===== config.mk =====
export PLATFORM = sky130hd
export DESIGN_NAME = chinese_remainder_solver
export DESIGN_NICKNAME = d
export VERILOG_FILES = /design/src/design/crs_pkg.sv /design/src/design/crs_ctrl.sv /design/src/design/crs_dp.sv /design/src/design/chinese_remainder_solver.sv
export SDC_FILE = /design/constraint.sdc
export NUM_CORES = 2
export LEC_CHECK = 0
export BUFFER_PORTS_ARGS = -buffer_cell sky130_fd_sc_hd__buf_2
export CORE_MARGIN = 10
export CORE_UTILIZATION = 55
export DETAILED_ROUTE_END_ITERATION = 10
export PLACE_DENSITY = 0.76
export SLEW_MARGIN = 20
export SYNTH_ARGS = -nofsm -noshare
export SYNTH_HDL_FRONTEND = slang
export SYNTH_SLANG_ARGS = --single-unit

===== constraint.sdc =====
create_clock -name clock -period 15.1 [get_ports clock]
set_input_delay 2.265 -clock clock [delete_from_list [all_inputs] [get_ports clock]]
set_output_delay 2.265 -clock clock [all_outputs]
set_load 0.01 [all_outputs]

===== src/design/crs_pkg.sv =====
// Shared types and constants of the congruence solver.
// Used by the controller, the datapath and the top level; depends on nothing.
package crs_pkg;

   localparam int MAX_K     = 8;
   localparam int IDX_W     = $clog2(MAX_K);
   localparam int CNT_W     = $clog2(MAX_K + 1);
   localparam int MOD_W     = 31;
   localparam int SOL_W     = 63;
   localparam int STAT_W    = 2;
   localparam int DIV_W     = 64;
   localparam int DIV_CNT_W = $clog2(DIV_W + 1);
   localparam int MUL_W     = 32;
   localparam int REQ_DW    = 64;
   localparam int RSP_DW    = 72;

   typedef enum logic [STAT_W-1:0] {
      STAT_OK   = 2'd0,
      STAT_OVF  = 2'd1,
      STAT_MANY = 2'd2
   } status_type;

   typedef enum logic [4:0] {
      OP_NONE,
      OP_PROD_INIT,
      OP_PROD_LO,
      OP_PROD_HI,
      OP_PROD_ACC,
      OP_COF_DIV,
      OP_COF_TAKE,
      OP_EU_INIT,
      OP_EU_DIV,
      OP_EU_MUL,
      OP_EU_UPD,
      OP_INV_FIX,
      OP_PART_MUL,
      OP_PART_DIV,
      OP_ACC_LO,
      OP_ACC_HI,
      OP_ACC_ADD,
      OP_EMIT
   } op_type;

   typedef struct packed {
      op_type op;
      logic   store;
   } cmd_type;

   typedef struct packed {
      logic too_many;
      logic ovf;
      logic idx_last;
      logic r_zero;
      logic div_last;
   } flags_type;

endpackage


===== src/design/crs_ctrl.sv =====
// Sequencing state machine of the congruence solver.
// Depends on crs_pkg; drives the datapath through cmd_type, reads flags_type.
module crs_ctrl (
   input  logic                clock,
   input  logic                reset,
   input  logic                req_tvalid,
   input  logic                req_tlast,
   output logic                req_tready,
   output logic                rsp_tvalid,
   input  logic                rsp_tready,
   input  crs_pkg::flags_type  flags,
   output crs_pkg::cmd_type    cmd
);
   import crs_pkg::*;

   typedef enum logic [18:0] {
      S_IDLE     = 19'h00001,
      S_START    = 19'h00002,
      S_PROD_LO  = 19'h00004,
      S_PROD_HI  = 19'h00008,
      S_PROD_ACC = 19'h00010,
      S_COF_DIV  = 19'h00020,
      S_COF_TAKE = 19'h00040,
      S_EU_INIT  = 19'h00080,
      S_EU_TEST  = 19'h00100,
      S_EU_MUL   = 19'h00200,
      S_EU_UPD   = 19'h00400,
      S_INV_FIX  = 19'h00800,
      S_PART_MUL = 19'h01000,
      S_PART_DIV = 19'h02000,
      S_ACC_LO   = 19'h04000,
      S_ACC_HI   = 19'h08000,
      S_ACC_ADD  = 19'h10000,
      S_DIV_WAIT = 19'h20000,
      S_EMIT     = 19'h40000
   } state_type;

   state_type state_ff, state_in;
   state_type ret_ff, ret_in;
   logic      valid_ff, valid_in;

   assign req_tready = (state_ff == S_IDLE);
   assign rsp_tvalid = valid_ff;

   always_comb begin
      state_in  = state_ff;
      ret_in    = ret_ff;
      valid_in  = valid_ff && !rsp_tready;
      cmd.op    = OP_NONE;
      cmd.store = req_tvalid && (state_ff == S_IDLE);
      unique case (state_ff)
         S_IDLE: begin
            if (req_tvalid && req_tlast) state_in = S_START;
         end
         S_START: begin
            if (flags.too_many) begin
               state_in = S_EMIT;
            end else begin
               cmd.op   = OP_PROD_INIT;
               state_in = S_PROD_LO;
            end
         end
         S_PROD_LO: begin
            cmd.op   = OP_PROD_LO;
            state_in = S_PROD_HI;
         end
         S_PROD_HI: begin
            cmd.op   = OP_PROD_HI;
            state_in = S_PROD_ACC;
         end
         S_PROD_ACC: begin
            cmd.op = OP_PROD_ACC;
            priority if (flags.ovf) state_in = S_EMIT;
            else if (flags.idx_last) state_in = S_COF_DIV;
            else state_in = S_PROD_LO;
         end
         S_COF_DIV: begin
            cmd.op   = OP_COF_DIV;
            ret_in   = S_COF_TAKE;
            state_in = S_DIV_WAIT;
         end
         S_COF_TAKE: begin
            cmd.op   = OP_COF_TAKE;
            ret_in   = S_EU_INIT;
            state_in = S_DIV_WAIT;
         end
         S_EU_INIT: begin
            cmd.op   = OP_EU_INIT;
            state_in = S_EU_TEST;
         end
         S_EU_TEST: begin
            if (flags.r_zero) begin
               state_in = S_INV_FIX;
            end else begin
               cmd.op   = OP_EU_DIV;
               ret_in   = S_EU_MUL;
               state_in = S_DIV_WAIT;
            end
         end
         S_EU_MUL: begin
            cmd.op   = OP_EU_MUL;
            state_in = S_EU_UPD;
         end
         S_EU_UPD: begin
            cmd.op   = OP_EU_UPD;
            state_in = S_EU_TEST;
         end
         S_INV_FIX: begin
            cmd.op   = OP_INV_FIX;
            ret_in   = S_PART_MUL;
            state_in = S_DIV_WAIT;
         end
         S_PART_MUL: begin
            cmd.op   = OP_PART_MUL;
            state_in = S_PART_DIV;
         end
         S_PART_DIV: begin
            cmd.op   = OP_PART_DIV;
            ret_in   = S_ACC_LO;
            state_in = S_DIV_WAIT;
         end
         S_ACC_LO: begin
            cmd.op   = OP_ACC_LO;
            state_in = S_ACC_HI;
         end
         S_ACC_HI: begin
            cmd.op   = OP_ACC_HI;
            state_in = S_ACC_ADD;
         end
         S_ACC_ADD: begin
            cmd.op   = OP_ACC_ADD;
            state_in = flags.idx_last ? S_EMIT : S_COF_DIV;
         end
         S_DIV_WAIT: begin
            if (flags.div_last) state_in = ret_ff;
         end
         S_EMIT: begin
            // hold until the output register is free
            if (!valid_ff || rsp_tready) begin
               cmd.op   = OP_EMIT;
               valid_in = 1'b1;
               state_in = S_IDLE;
            end
         end
         default: state_in = S_IDLE;
      endcase
   end

   always_ff @(posedge clock) begin
      if (reset) begin
         state_ff <= S_IDLE;
         ret_ff   <= S_IDLE;
         valid_ff <= 1'b0;
      end else begin
         state_ff <= state_in;
         ret_ff   <= ret_in;
         valid_ff <= valid_in;
      end
   end

endmodule


===== src/design/crs_dp.sv =====
// Datapath of the congruence solver: pair store, product, shared restoring
// divider, shared 32x32 multiplier, Euclid registers and accumulator. Uses crs_pkg.
module crs_dp (
   input  logic                       clock,
   input  logic                       reset,
   input  crs_pkg::cmd_type           cmd,
   input  logic [crs_pkg::MOD_W-1:0]  modulus,
   input  logic [crs_pkg::MOD_W-1:0]  remainder,
   output crs_pkg::flags_type         flags,
   output logic [crs_pkg::SOL_W-1:0]  solution,
   output crs_pkg::status_type        status
);
   import crs_pkg::*;

   logic [MOD_W-1:0]     mod_mem_ff [MAX_K];
   logic [MOD_W-1:0]     rem_mem_ff [MAX_K];
   logic [CNT_W-1:0]     cnt_ff;
   logic                 many_ff;
   logic                 ovf_ff;
   logic [IDX_W-1:0]     idx_ff;
   logic [SOL_W-1:0]     prod_ff, res_ff, cof_ff, sol_ff;
   status_type           stat_ff;
   logic [2*MUL_W-1:0]   mul_ff, lo_ff;
   logic [MUL_W-1:0]     mul_a, mul_b;
   logic [MOD_W-1:0]     g_ff, r_ff, inv_ff;
   logic [MUL_W-1:0]     s_ff, t_ff;
   logic [DIV_W-1:0]     div_num_ff;
   logic [MOD_W-1:0]     div_rem_ff, div_dvs_ff;
   logic [DIV_CNT_W-1:0] div_cnt_ff;

   logic [MOD_W-1:0]     m_cur, r_cur;
   logic [3*MUL_W-1:0]   wide;
   logic [SOL_W:0]       sum, sum_red;
   logic                 div_start;
   logic [DIV_W-1:0]     div_arg;
   logic [MOD_W-1:0]     div_by;
   logic [MOD_W:0]       div_try;
   logic                 div_ge;
   logic [MUL_W-1:0]     t_mag;
   logic [2*MUL_W-1:0]   tq, nt;
   logic [MUL_W-1:0]     s_pos;

   assign m_cur = mod_mem_ff[idx_ff];
   assign r_cur = rem_mem_ff[idx_ff];

   // high partial product shifted up, plus the low one
   assign wide = {mul_ff, {MUL_W{1'b0}}} + {{MUL_W{1'b0}}, lo_ff};

   assign sum     = {1'b0, res_ff} + wide[SOL_W:0];
   assign sum_red = (sum >= {1'b0, prod_ff}) ? (sum - {1'b0, prod_ff}) : sum;

   assign t_mag = t_ff[MUL_W-1] ? (~t_ff + 1'b1) : t_ff;
   assign tq    = t_ff[MUL_W-1] ? (~mul_ff + 1'b1) : mul_ff;
   assign nt    = {{MUL_W{s_ff[MUL_W-1]}}, s_ff} - tq;
   assign s_pos = s_ff + {1'b0, m_cur};

   assign div_try = {div_rem_ff, div_num_ff[DIV_W-1]};
   assign div_ge  = div_try >= {1'b0, div_dvs_ff};

   assign flags.too_many = many_ff;
   assign flags.ovf      = |wide[3*MUL_W-1:SOL_W];
   assign flags.idx_last = (CNT_W'(idx_ff) + CNT_W'(1)) == cnt_ff;
   assign flags.r_zero   = (r_ff == '0);
   assign flags.div_last = (div_cnt_ff == DIV_CNT_W'(1));

   assign solution = sol_ff;
   assign status   = stat_ff;

   always_comb begin
      mul_a     = '0;
      mul_b     = '0;
      div_start = 1'b0;
      div_arg   = '0;
      div_by    = m_cur;
      unique case (cmd.op)
         OP_PROD_LO: begin
            mul_a = prod_ff[MUL_W-1:0];
            mul_b = {1'b0, m_cur};
         end
         OP_PROD_HI: begin
            mul_a = {1'b0, prod_ff[SOL_W-1:MUL_W]};
            mul_b = {1'b0, m_cur};
         end
         OP_COF_DIV: begin
            div_start = 1'b1;
            div_arg   = {1'b0, prod_ff};
         end
         OP_COF_TAKE: begin
            div_start = 1'b1;
            div_arg   = {1'b0, div_num_ff[SOL_W-1:0]};
         end
         OP_EU_DIV: begin
            div_start = 1'b1;
            div_arg   = {{(DIV_W-MOD_W){1'b0}}, g_ff};
            div_by    = r_ff;
         end
         OP_EU_MUL: begin
            mul_a = t_mag;
            mul_b = div_num_ff[MUL_W-1:0];
         end
         OP_INV_FIX: begin
            div_start = 1'b1;
            div_arg   = {{(DIV_W-MOD_W){1'b0}}, r_cur};
         end
         OP_PART_MUL: begin
            mul_a = {1'b0, div_rem_ff};
            mul_b = {1'b0, inv_ff};
         end
         OP_PART_DIV: begin
            div_start = 1'b1;
            div_arg   = mul_ff;
         end
         OP_ACC_LO: begin
            mul_a = cof_ff[MUL_W-1:0];
            mul_b = {1'b0, div_rem_ff};
         end
         OP_ACC_HI: begin
            mul_a = {1'b0, cof_ff[SOL_W-1:MUL_W]};
            mul_b = {1'b0, div_rem_ff};
         end
         default: begin
         end
      endcase
   end

   // pair store and counters
   always_ff @(posedge clock) begin
      if (reset) begin
         cnt_ff  <= '0;
         many_ff <= 1'b0;
      end else if (cmd.op == OP_EMIT) begin
         cnt_ff  <= '0;
         many_ff <= 1'b0;
      end else if (cmd.store) begin
         if (cnt_ff < CNT_W'(MAX_K)) begin
            cnt_ff <= cnt_ff + CNT_W'(1);
         end else begin
            many_ff <= 1'b1;
         end
      end
   end

   always_ff @(posedge clock) begin
      if (cmd.store && (cnt_ff < CNT_W'(MAX_K))) begin
         // a zero modulus places no constraint
         mod_mem_ff[cnt_ff[IDX_W-1:0]] <= (modulus == '0) ? MOD_W'(1) : modulus;
         rem_mem_ff[cnt_ff[IDX_W-1:0]] <= remainder;
      end
   end

   // shared restoring divider, one quotient bit per cycle
   always_ff @(posedge clock) begin
      if (reset) begin
         div_cnt_ff <= '0;
      end else if (div_start) begin
         div_cnt_ff <= DIV_CNT_W'(DIV_W);
      end else if (div_cnt_ff != '0) begin
         div_cnt_ff <= div_cnt_ff - DIV_CNT_W'(1);
      end
   end

   always_ff @(posedge clock) begin
      if (div_start) begin
         div_num_ff <= div_arg;
         div_rem_ff <= '0;
         div_dvs_ff <= div_by;
      end else if (div_cnt_ff != '0) begin
         div_num_ff <= {div_num_ff[DIV_W-2:0], div_ge};
         div_rem_ff <= div_ge ? MOD_W'(div_try - {1'b0, div_dvs_ff}) : div_try[MOD_W-1:0];
      end
   end

   always_ff @(posedge clock) begin
      mul_ff <= mul_a * mul_b;
   end

   always_ff @(posedge clock) begin
      if (reset) begin
         ovf_ff <= 1'b0;
      end else if (cmd.op == OP_PROD_INIT || cmd.op == OP_EMIT) begin
         ovf_ff <= 1'b0;
      end else if (cmd.op == OP_PROD_ACC && flags.ovf) begin
         ovf_ff <= 1'b1;
      end
   end

   always_ff @(posedge clock) begin
      unique case (cmd.op)
         OP_PROD_INIT: begin
            prod_ff <= SOL_W'(1);
            res_ff  <= '0;
            idx_ff  <= '0;
         end
         OP_PROD_HI: lo_ff <= mul_ff;
         OP_PROD_ACC: begin
            if (!flags.ovf) prod_ff <= wide[SOL_W-1:0];
            idx_ff <= flags.idx_last ? '0 : idx_ff + IDX_W'(1);
         end
         OP_COF_TAKE: cof_ff <= div_num_ff[SOL_W-1:0];
         OP_EU_INIT: begin
            g_ff <= m_cur;
            r_ff <= div_rem_ff;
            s_ff <= '0;
            t_ff <= MUL_W'(1);
         end
         OP_EU_UPD: begin
            g_ff <= r_ff;
            r_ff <= div_rem_ff;
            s_ff <= t_ff;
            t_ff <= nt[MUL_W-1:0];
         end
         OP_INV_FIX: begin
            // no inverse unless gcd is one; lift a negative one by the modulus
            if (g_ff != MOD_W'(1)) inv_ff <= '0;
            else if (s_ff[MUL_W-1]) inv_ff <= s_pos[MOD_W-1:0];
            else inv_ff <= s_ff[MOD_W-1:0];
         end
         OP_ACC_HI: lo_ff <= mul_ff;
         OP_ACC_ADD: begin
            res_ff <= sum_red[SOL_W-1:0];
            idx_ff <= flags.idx_last ? '0 : idx_ff + IDX_W'(1);
         end
         OP_EMIT: begin
            priority if (many_ff) begin
               sol_ff  <= '0;
               stat_ff <= STAT_MANY;
            end else if (ovf_ff) begin
               sol_ff  <= '0;
               stat_ff <= STAT_OVF;
            end else begin
               sol_ff  <= res_ff;
               stat_ff <= STAT_OK;
            end
         end
         default: begin
         end
      endcase
   end

endmodule


===== src/design/chinese_remainder_solver.sv =====
// Top level of the congruence solver: stream ports, controller and datapath.
// Depends on crs_pkg, crs_ctrl and crs_dp.
//
//   port group  direction  contents
//   req_*       in         modulus, remainder in tdata; last pair in tlast
//   rsp_*       out        solution and status in tdata, one item per set
//
// A pair that is not last is stored and the controller stays idle. A last pair
// starts the solve: a start state, the product states (low, high, accumulate)
// for each pair, then per pair (4 + E) divisions on the shared 64-step restoring
// divider, E being the number of Euclid steps (at most about 45 for 31-bit moduli),
// plus multiply and update states per Euclid step, and an emit state at the end.
// Reset is synchronous; no memory clearing pass. req_tready is low while
// solving; a finished item waits in the output register while pairs are taken.
module chinese_remainder_solver (
   input  logic        clock,
   input  logic        reset,
   input  logic        req_tvalid,
   output logic        req_tready,
   input  logic [63:0] req_tdata,   // [30:0] modulus, [61:31] remainder, [63:62] zero
   input  logic        req_tlast,
   output logic        rsp_tvalid,
   input  logic        rsp_tready,
   output logic [71:0] rsp_tdata    // [62:0] solution, [64:63] status, [71:65] zero
);
   import crs_pkg::*;

   cmd_type             cmd;
   flags_type           flags;
   logic [SOL_W-1:0]    solution;
   status_type          status;

   crs_ctrl u_ctrl (
      .clock      (clock),
      .reset      (reset),
      .req_tvalid (req_tvalid),
      .req_tlast  (req_tlast),
      .req_tready (req_tready),
      .rsp_tvalid (rsp_tvalid),
      .rsp_tready (rsp_tready),
      .flags      (flags),
      .cmd        (cmd)
   );

   crs_dp u_dp (
      .clock     (clock),
      .reset     (reset),
      .cmd       (cmd),
      .modulus   (req_tdata[MOD_W-1:0]),
      .remainder (req_tdata[2*MOD_W-1:MOD_W]),
      .flags     (flags),
      .solution  (solution),
      .status    (status)
   );

   assign rsp_tdata = {{(RSP_DW-SOL_W-STAT_W){1'b0}}, status, solution};

endmodule


# --- Yosys cells after proc, flatten, opt, wreduce, memory -nomap -nowiden ---
# Memory sizes are Yosys's and may differ from the RTL's. A register that Yosys moved wholly into a read port is not among the register bits.
# Cells that the tools add are included.
word_totals:
  latch_bits: 0
  rom_bits: 0
  elab_cells: 173
  out_inout_bits: 74
  register_bits: 720
  n_memories: 2
  ram_bits: 496
mem_list:
  columns: ["memory", "depth", "word_bits", "rd", "rd_ports_with_merged_regs", "write_ports", "line_no", "rtl"]
  rows:
  - ["u_dp.mod_mem_ff", 8, 31, 1, 1, 1, "crs_dp.sv:15", "logic [MOD_W-1:0] mod_mem_ff [MAX_K];"]
  - ["u_dp.rem_mem_ff", 8, 31, 1, 1, 1, "crs_dp.sv:16", "logic [MOD_W-1:0] rem_mem_ff [MAX_K];"]
op_classes:
  add_sub_neg: 12
  bitwise: 3
  shift: 0
  div: 0
  n_eq_ne: 45
  reduce_logical: 37
  magnitude_cmp: 3
  muxes: 45
  mul: 1
op_table:
  columns: ["operator", "count"]
  rows:
  - ["$pmux 64 s5", 1]
  - ["$pmux 19 s15", 1]
  - ["$pmux 63 s2", 2]
  - ["$pmux 32 s6", 1]
  - ["$mux 19", 7]
  - ["$mux 64", 2]
  - ["$pmux 32 s2", 2]
  - ["$pmux 32 s4", 1]
  - ["$mux 63", 2]
  - ["$mux 31", 4]
  - ["$add 96x64->96", 1]
  - ["$pmux 19 s5", 1]
  - ["$pmux 5 s17", 1]
  - ["$add 32x1->32 const B", 2]
  - ["$add 63x64->64", 1]
  - ["$ge 64x63->1", 1]
  - ["$mul 32x32->64", 1]
  - ["$mux 32", 2]
  - ["$not 32->32", 2]
  - ["$sub 63x63->63", 1]
  - ["$logic_not 31->1", 2]
  - ["$pmux 31 s2", 1]
  - ["$eq 5x4->1 const B", 8]
  - ["$reduce_or 33->1", 1]
  - ["57 further kinds", 98]

# --- Longest topological paths before layout ---
logic_depth:
  ltp_word: 9
  depth_mapped: 42

# --- Hierarchy ---
# A second synthesis with hierarchy kept.
unflattened:
  cells_unflattened: 9231
  area_unflattened_um2: 95830.7
modules_own_cells:
  columns: ["module", "instances", "area_per_inst_um2", "cells_per_inst"]
  rows:
  - ["crs_dp", 1, 94349.2, 9048]
  - ["crs_ctrl", 1, 1425.1, 175]
  - ["chinese_remainder_solver", 1, 56.3, 8]

# --- Worst setup path after synthesis ---
# Ideal clock, no wire load.
synth_path:
  path_kind: "register -> register"
  startpoint: "reg u_ctrl.state_ff[18]"
  endpoint: "reg u_dp.div_num_ff[0], enable pin"
  synth_period_minus_slack_ps: 11714
  arrival_ps: 10474
  path_slack_ps: 3386
  stages_incl_launch_ff: 7
  cell_sequence: "dfxtp_1 -> nor4_1 -> and2_1 -> nand3_1 -> nor3_1 -> nor3b_1 -> a21oi_1"
synth_between:
  elab_chain_cells: 7
  word_cells_on_any_way: 28
  classes_between: "eq/ne: 23; mux: 2; reduce/logical: 3"
synth_rtl:
  columns: ["item", "line_no", "rtl"]
  rows:
  - ["start, declared", "crs_ctrl.sv:38", "state_type state_ff, state_in;"]
  - ["start signal, assigned", "crs_ctrl.sv:155", "state_ff <= state_in;"]
  - ["$eq 19x19->1 (tied with other cells)", "crs_ctrl.sv:51", "unique case (state_ff)"]
  - ["$pmux 5 s17 *", "crs_ctrl.sv:51", null]
  - ["$eq 5x3->1 or $eq 5x4->1 (tied branches)", "crs_dp.sv:75", "unique case (cmd.op)"]
  - ["$reduce_or 5->1 (no line)", null, null]
  - ["$mux 1", "crs_dp.sv:75", null]
  - ["$ne 2x2->1 (no line) or $reduce_bool 2->1 (tied branches)", null, null]
  - ["$reduce_and 2->1 (no line) *", null, null]
  - ["end signal, assigned", "crs_dp.sv:164", "div_num_ff <= div_arg;"]
  - ["end signal, assigned", "crs_dp.sv:168", "div_num_ff <= {div_num_ff[DIV_W-2:0], div_ge};"]
  - ["end, declared", "crs_dp.sv:27", "logic [DIV_W-1:0] div_num_ff;"]
# Mark *: on every way between the ends. The rest lies on a longest branch, timed or not.
# A chain may end at the register's enable or synchronous reset.

# --- Worst setup path after layout ---
layout_path:
  startpoint: "reg u_ctrl.state_ff[7]"
  endpoint: "reg u_dp.mul_ff[63]"
layout_between:
  elab_chain_cells: 6
  word_cells_on_any_way: 29
  classes_between: "mul: 1; eq/ne: 23; mux: 3; reduce/logical: 2"
layout_rtl:
  columns: ["item", "line_no", "rtl"]
  rows:
  - ["$eq 19x19->1 (tied with other cells)", "crs_ctrl.sv:51", null]
  - ["$pmux 5 s17 *", "crs_ctrl.sv:51", null]
  - ["$eq 5x4->1 or $eq 5x2->1 (tied branches)", "crs_dp.sv:75", null]
  - ["$reduce_or 2->1 (no line)", null, null]
  - ["$pmux 32 s4", "crs_dp.sv:75", null]
  - ["$mul 32x32->64 *", "crs_dp.sv:174", "mul_ff <= mul_a * mul_b;"]
  - ["end signal, assigned", "crs_dp.sv:174", null]
  - ["end, declared", "crs_dp.sv:23", "logic [2*MUL_W-1:0] mul_ff, lo_ff;"]
# Marked as above.

==> impl_metrics.env <==
export IMPL_first_iter_violations=10100
export IMPL_clk_path_buf_depth=3
export IMPL_arrival_ns=12.97
export IMPL_cpMostUsedCell="fa_1"
export IMPL_hold_path_class="flop to flop"
export IMPL_power_leakage_nw=43.2
export IMPL_fin_util_pct=59.8
export IMPL_die_x_um=436
export IMPL_critPathMaxFanout=39
export IMPL_slowest_delay_ns=0.69
export IMPL_critPathRequiredTime_ns=15.75
export IMPL_gp_congestion=1.03
export IMPL_grt_usage_pct=33.4
export IMPL_dr_pass1_iters=10
export IMPL_holdBufCountCts=0
export IMPL_fin_tns_setup_ns=0
export IMPL_layout_common_cells="inv_1, edfxtp_1, nor2_1"
export IMPL_htreeDepth=3
export IMPL_synth_edf_count=1069
export IMPL_status="complete, no violations"
export IMPL_avgSynthCellArea_um2=10.5
export IMPL_syn_inst=9064
export IMPL_timing_final_crit_share_pct=81.6
export IMPL_final_net_count=10500
export IMPL_rsz0062_at_grt="no"
export IMPL_pin_count=143
export IMPL_cts_resized=0
export IMPL_synth_main_ff_cell="edfxtp_1"
export IMPL_viasPerCell=6.33
export IMPL_clk_pin_slew_worst_paths_ns=0.07
export IMPL_ys_types=101
export IMPL_vias=72400
export IMPL_io_buffer_count=133
export IMPL_dp_hpwl_mm=241
export IMPL_cts_tree="built"
export IMPL_core_area_um2=172000
export IMPL_max_cap_violations=0
export IMPL_endpoint_kind="flop"
export IMPL_fmaxAchievable_mhz=81.1
export IMPL_synth_area_um2=95200
export IMPL_tightest_slew_ns=1.31
export IMPL_cts_root_buffer="clkbuf_16"
export IMPL_grt_pass1_vias=72200
export IMPL_wirelength_mm=323
export IMPL_synth_seq_cells=1206
export IMPL_drive_above_1_share_pct=8.90
export IMPL_cts_num_sinks=1206
export IMPL_period_needed_ns=12.32
export IMPL_dpl_cell_count=11200
export IMPL_row_count=152
export IMPL_drc=0
export IMPL_start_util_pct=55.4
export IMPL_ir_drop_uv=158
export IMPL_die_h_um=436
export IMPL_slew_headroom_pct=12.8
export IMPL_critPathKind="flop to flop"
export IMPL_async_reset_ff_share_pct=0
export IMPL_slew_viol_final=0
export IMPL_clk_latency_ns=0.82
export IMPL_antenna_found_initial=22
export IMPL_n_fill_cell=13800
export IMPL_yosys_warnings=0
export IMPL_synth_yosys_seq_area_share_pct=36.6
export IMPL_setup_ws_ns=2.78
export IMPL_die_area_um2=190000
export IMPL_wl_per_cell_um=28.3
export IMPL_grt_max_degree=75
export IMPL_syn_to_final_growth_pct=7.86
export IMPL_ant_nets=0
export IMPL_final_common_cell="inv_1"
export IMPL_numCtsBuffers=118
export IMPL_skew_ns=0.0841
export IMPL_start_kind="flop"
export IMPL_setup_viol=0
export IMPL_hold_violations=0
export IMPL_power_density_nw_per_um2=82.7
export IMPL_cts_setup_buffers=0
export IMPL_crit_path_top_delay_cell="nand2_1"
export IMPL_post_place_ws_ns=3.18
export IMPL_final_cells=11400
export IMPL_grt_ovfl_total=0
export IMPL_grt_pass1_wl_mm=474
[cell type report]
| type | instances | area (µm²) | area share (%) |
|---|---|---|---|
| Timing Repair Buffer | 287 | 1820 | 1.77 |
| Antenna cell | 11 | 27.5 | 0.0268 |
| Tap cell | 2310 | 2890 | 2.82 |
| Clock inverter | 80 | 1060 | 1.03 |
| Multi-Input combinational cell | 6235 | 54500 | 53.1 |
| Sequential cell | 1206 | 34900 | 34.0 |
| Inverter | 1170 | 4390 | 4.28 |
| Clock buffer | 142 | 3110 | 3.03 |
[where the power goes]
| part | switching [W] | leakage [nW] | total, W | internal, W |
|---|---|---|---|---|
| clock network | 0.00138 | 2.00 | 0.00318 | 0.00180 |
| logic | 0.000668 | 30.0 | 0.00106 | 0.000396 |
| registers | 0.000332 | 11.2 | 0.00425 | 0.00392 |
| total | 0.00238 | 43.2 | 0.00849 | 0.00611 |
[final timing paths]
path | slack [ns] | endpoint | cells after the start | start
min reg2reg | 0.42 | u_dp.cof_ff[7] | 0 | u_dp.div_num_ff[7]
max | 2.78 | u_dp.mul_ff[63] | 37 | u_ctrl.state_ff[7]
max reg2reg | 2.78 | u_dp.mul_ff[63] | 37 | u_ctrl.state_ff[7]
min | 0.42 | u_dp.cof_ff[7] | 0 | u_dp.div_num_ff[7]
[logic make-up (layout without fill, tap and decap cells)]
| family | Yosys count | in the layout | share of synthesized area (%) |
|---|---|---|---|
| XOR/XNOR | 356 | 356 | 3.28 |
| multiplexers | 266 | 266 | 4.55 |
| other | 1 | 18 | 0.00394 |
| buffers and inverters | 1629 | 1679 | 6.50 |
| flip-flops | 1206 | 1206 | 36.6 |
| adder cells (fa/ha/maj) | 1421 | 1421 | 25.8 |
| AO/OA/AOI/OAI | 1481 | 1481 | 10.5 |
| AND/OR/NAND/NOR | 2704 | 2704 | 12.8 |
[synthesized netlist by cell type, drive strengths merged, types with 17 or more instances]
| cell | number | share of area [%] |
|---|---|---|
| clkbuf | 404 | 1.6 |
| or4 | 17 | 0.14 |
| ha | 519 | 6.8 |
| nand2 | 836 | 3.3 |
| o31ai | 42 | 0.33 |
| nand3 | 83 | 0.44 |
| a31oi | 34 | 0.22 |
| o21ai | 278 | 1.5 |
| a211oi | 57 | 0.45 |
| fa | 902 | 19 |
| dfxtp | 137 | 2.9 |
| mux2i | 51 | 0.54 |
| a2111oi | 19 | 0.24 |
| xor2 | 159 | 1.5 |
| nor3 | 99 | 0.53 |
| inv | 1169 | 4.6 |
| o41ai | 17 | 0.16 |
| mux2 | 91 | 1.1 |
| o21bai | 57 | 0.45 |
| o21a | 56 | 0.44 |
| a22o | 24 | 0.22 |
| a21oi | 418 | 2.2 |
| or3 | 35 | 0.23 |
| nand4 | 72 | 0.48 |
| o211ai | 30 | 0.24 |
| a21o | 173 | 1.4 |
| and3 | 48 | 0.32 |
| buf | 55 | 0.28 |
| edfxtp | 1069 | 34 |
| and2 | 216 | 1.4 |
| mux4 | 124 | 2.9 |
| xnor2 | 197 | 1.8 |
| nor2b | 43 | 0.28 |
| nor2 | 1049 | 4.1 |
| nand2b | 82 | 0.54 |
| a222oi | 108 | 1.1 |
| or2 | 29 | 0.19 |
| a22oi | 19 | 0.15 |
| nor4 | 37 | 0.26 |
[routing by layer]
layer  vias to the layer above  share of wire (%)  track usage (%)
li1                      30800                  -                -
met4                        18                6.2             16.6
met5                         -              0.057            0.302
met3                       960                 15             12.5
met1                     35800                 36             43.0
met2                      4810                 42             49.4
[registers in the layout, indices dropped and copies added (netlist names), 32 cells and up, named ones only]
name	flops
u_dp.cof_ff	63
u_dp.div_num_ff	64
u_dp.lo_ff	64
u_dp.mod_mem_ff	248
u_dp.mul_ff	64
u_dp.prod_ff	63
u_dp.rem_mem_ff	248
u_dp.res_ff	63
u_dp.s_ff	32
u_dp.solution	63
u_dp.t_ff	32
[stage by stage]
step | hold slack (ns) | instance area, µm² | power [W]
6_report | 0.416 | 103000 | 0.00849
3_5_place_dp | 0.443 | 98400 | 0.00531
3_3_place_gp | 0.434 | 98400 | 0.00526
4_1_cts | 0.428 | 103000 | 0.00845
2_1_floorplan | 0.403 | 95200 | 0.00487
5_1_grt | 0.442 | 103000 | 0.00872
[critical path: cells and delay by family (launching register included)]
kind | cells | cell delay, ns
AOI/OAI and AO/OA | 8 | 2.12
xor gates and xnor gates | 1 | 0.10
adders and majority gates | 9 | 4.49
buffers and inverters | 7 | 1.26
DFF | 1 | 0.36
and+or+nand+nor | 12 | 3.72
Note: power is estimated with default switching activity, not from simulation.
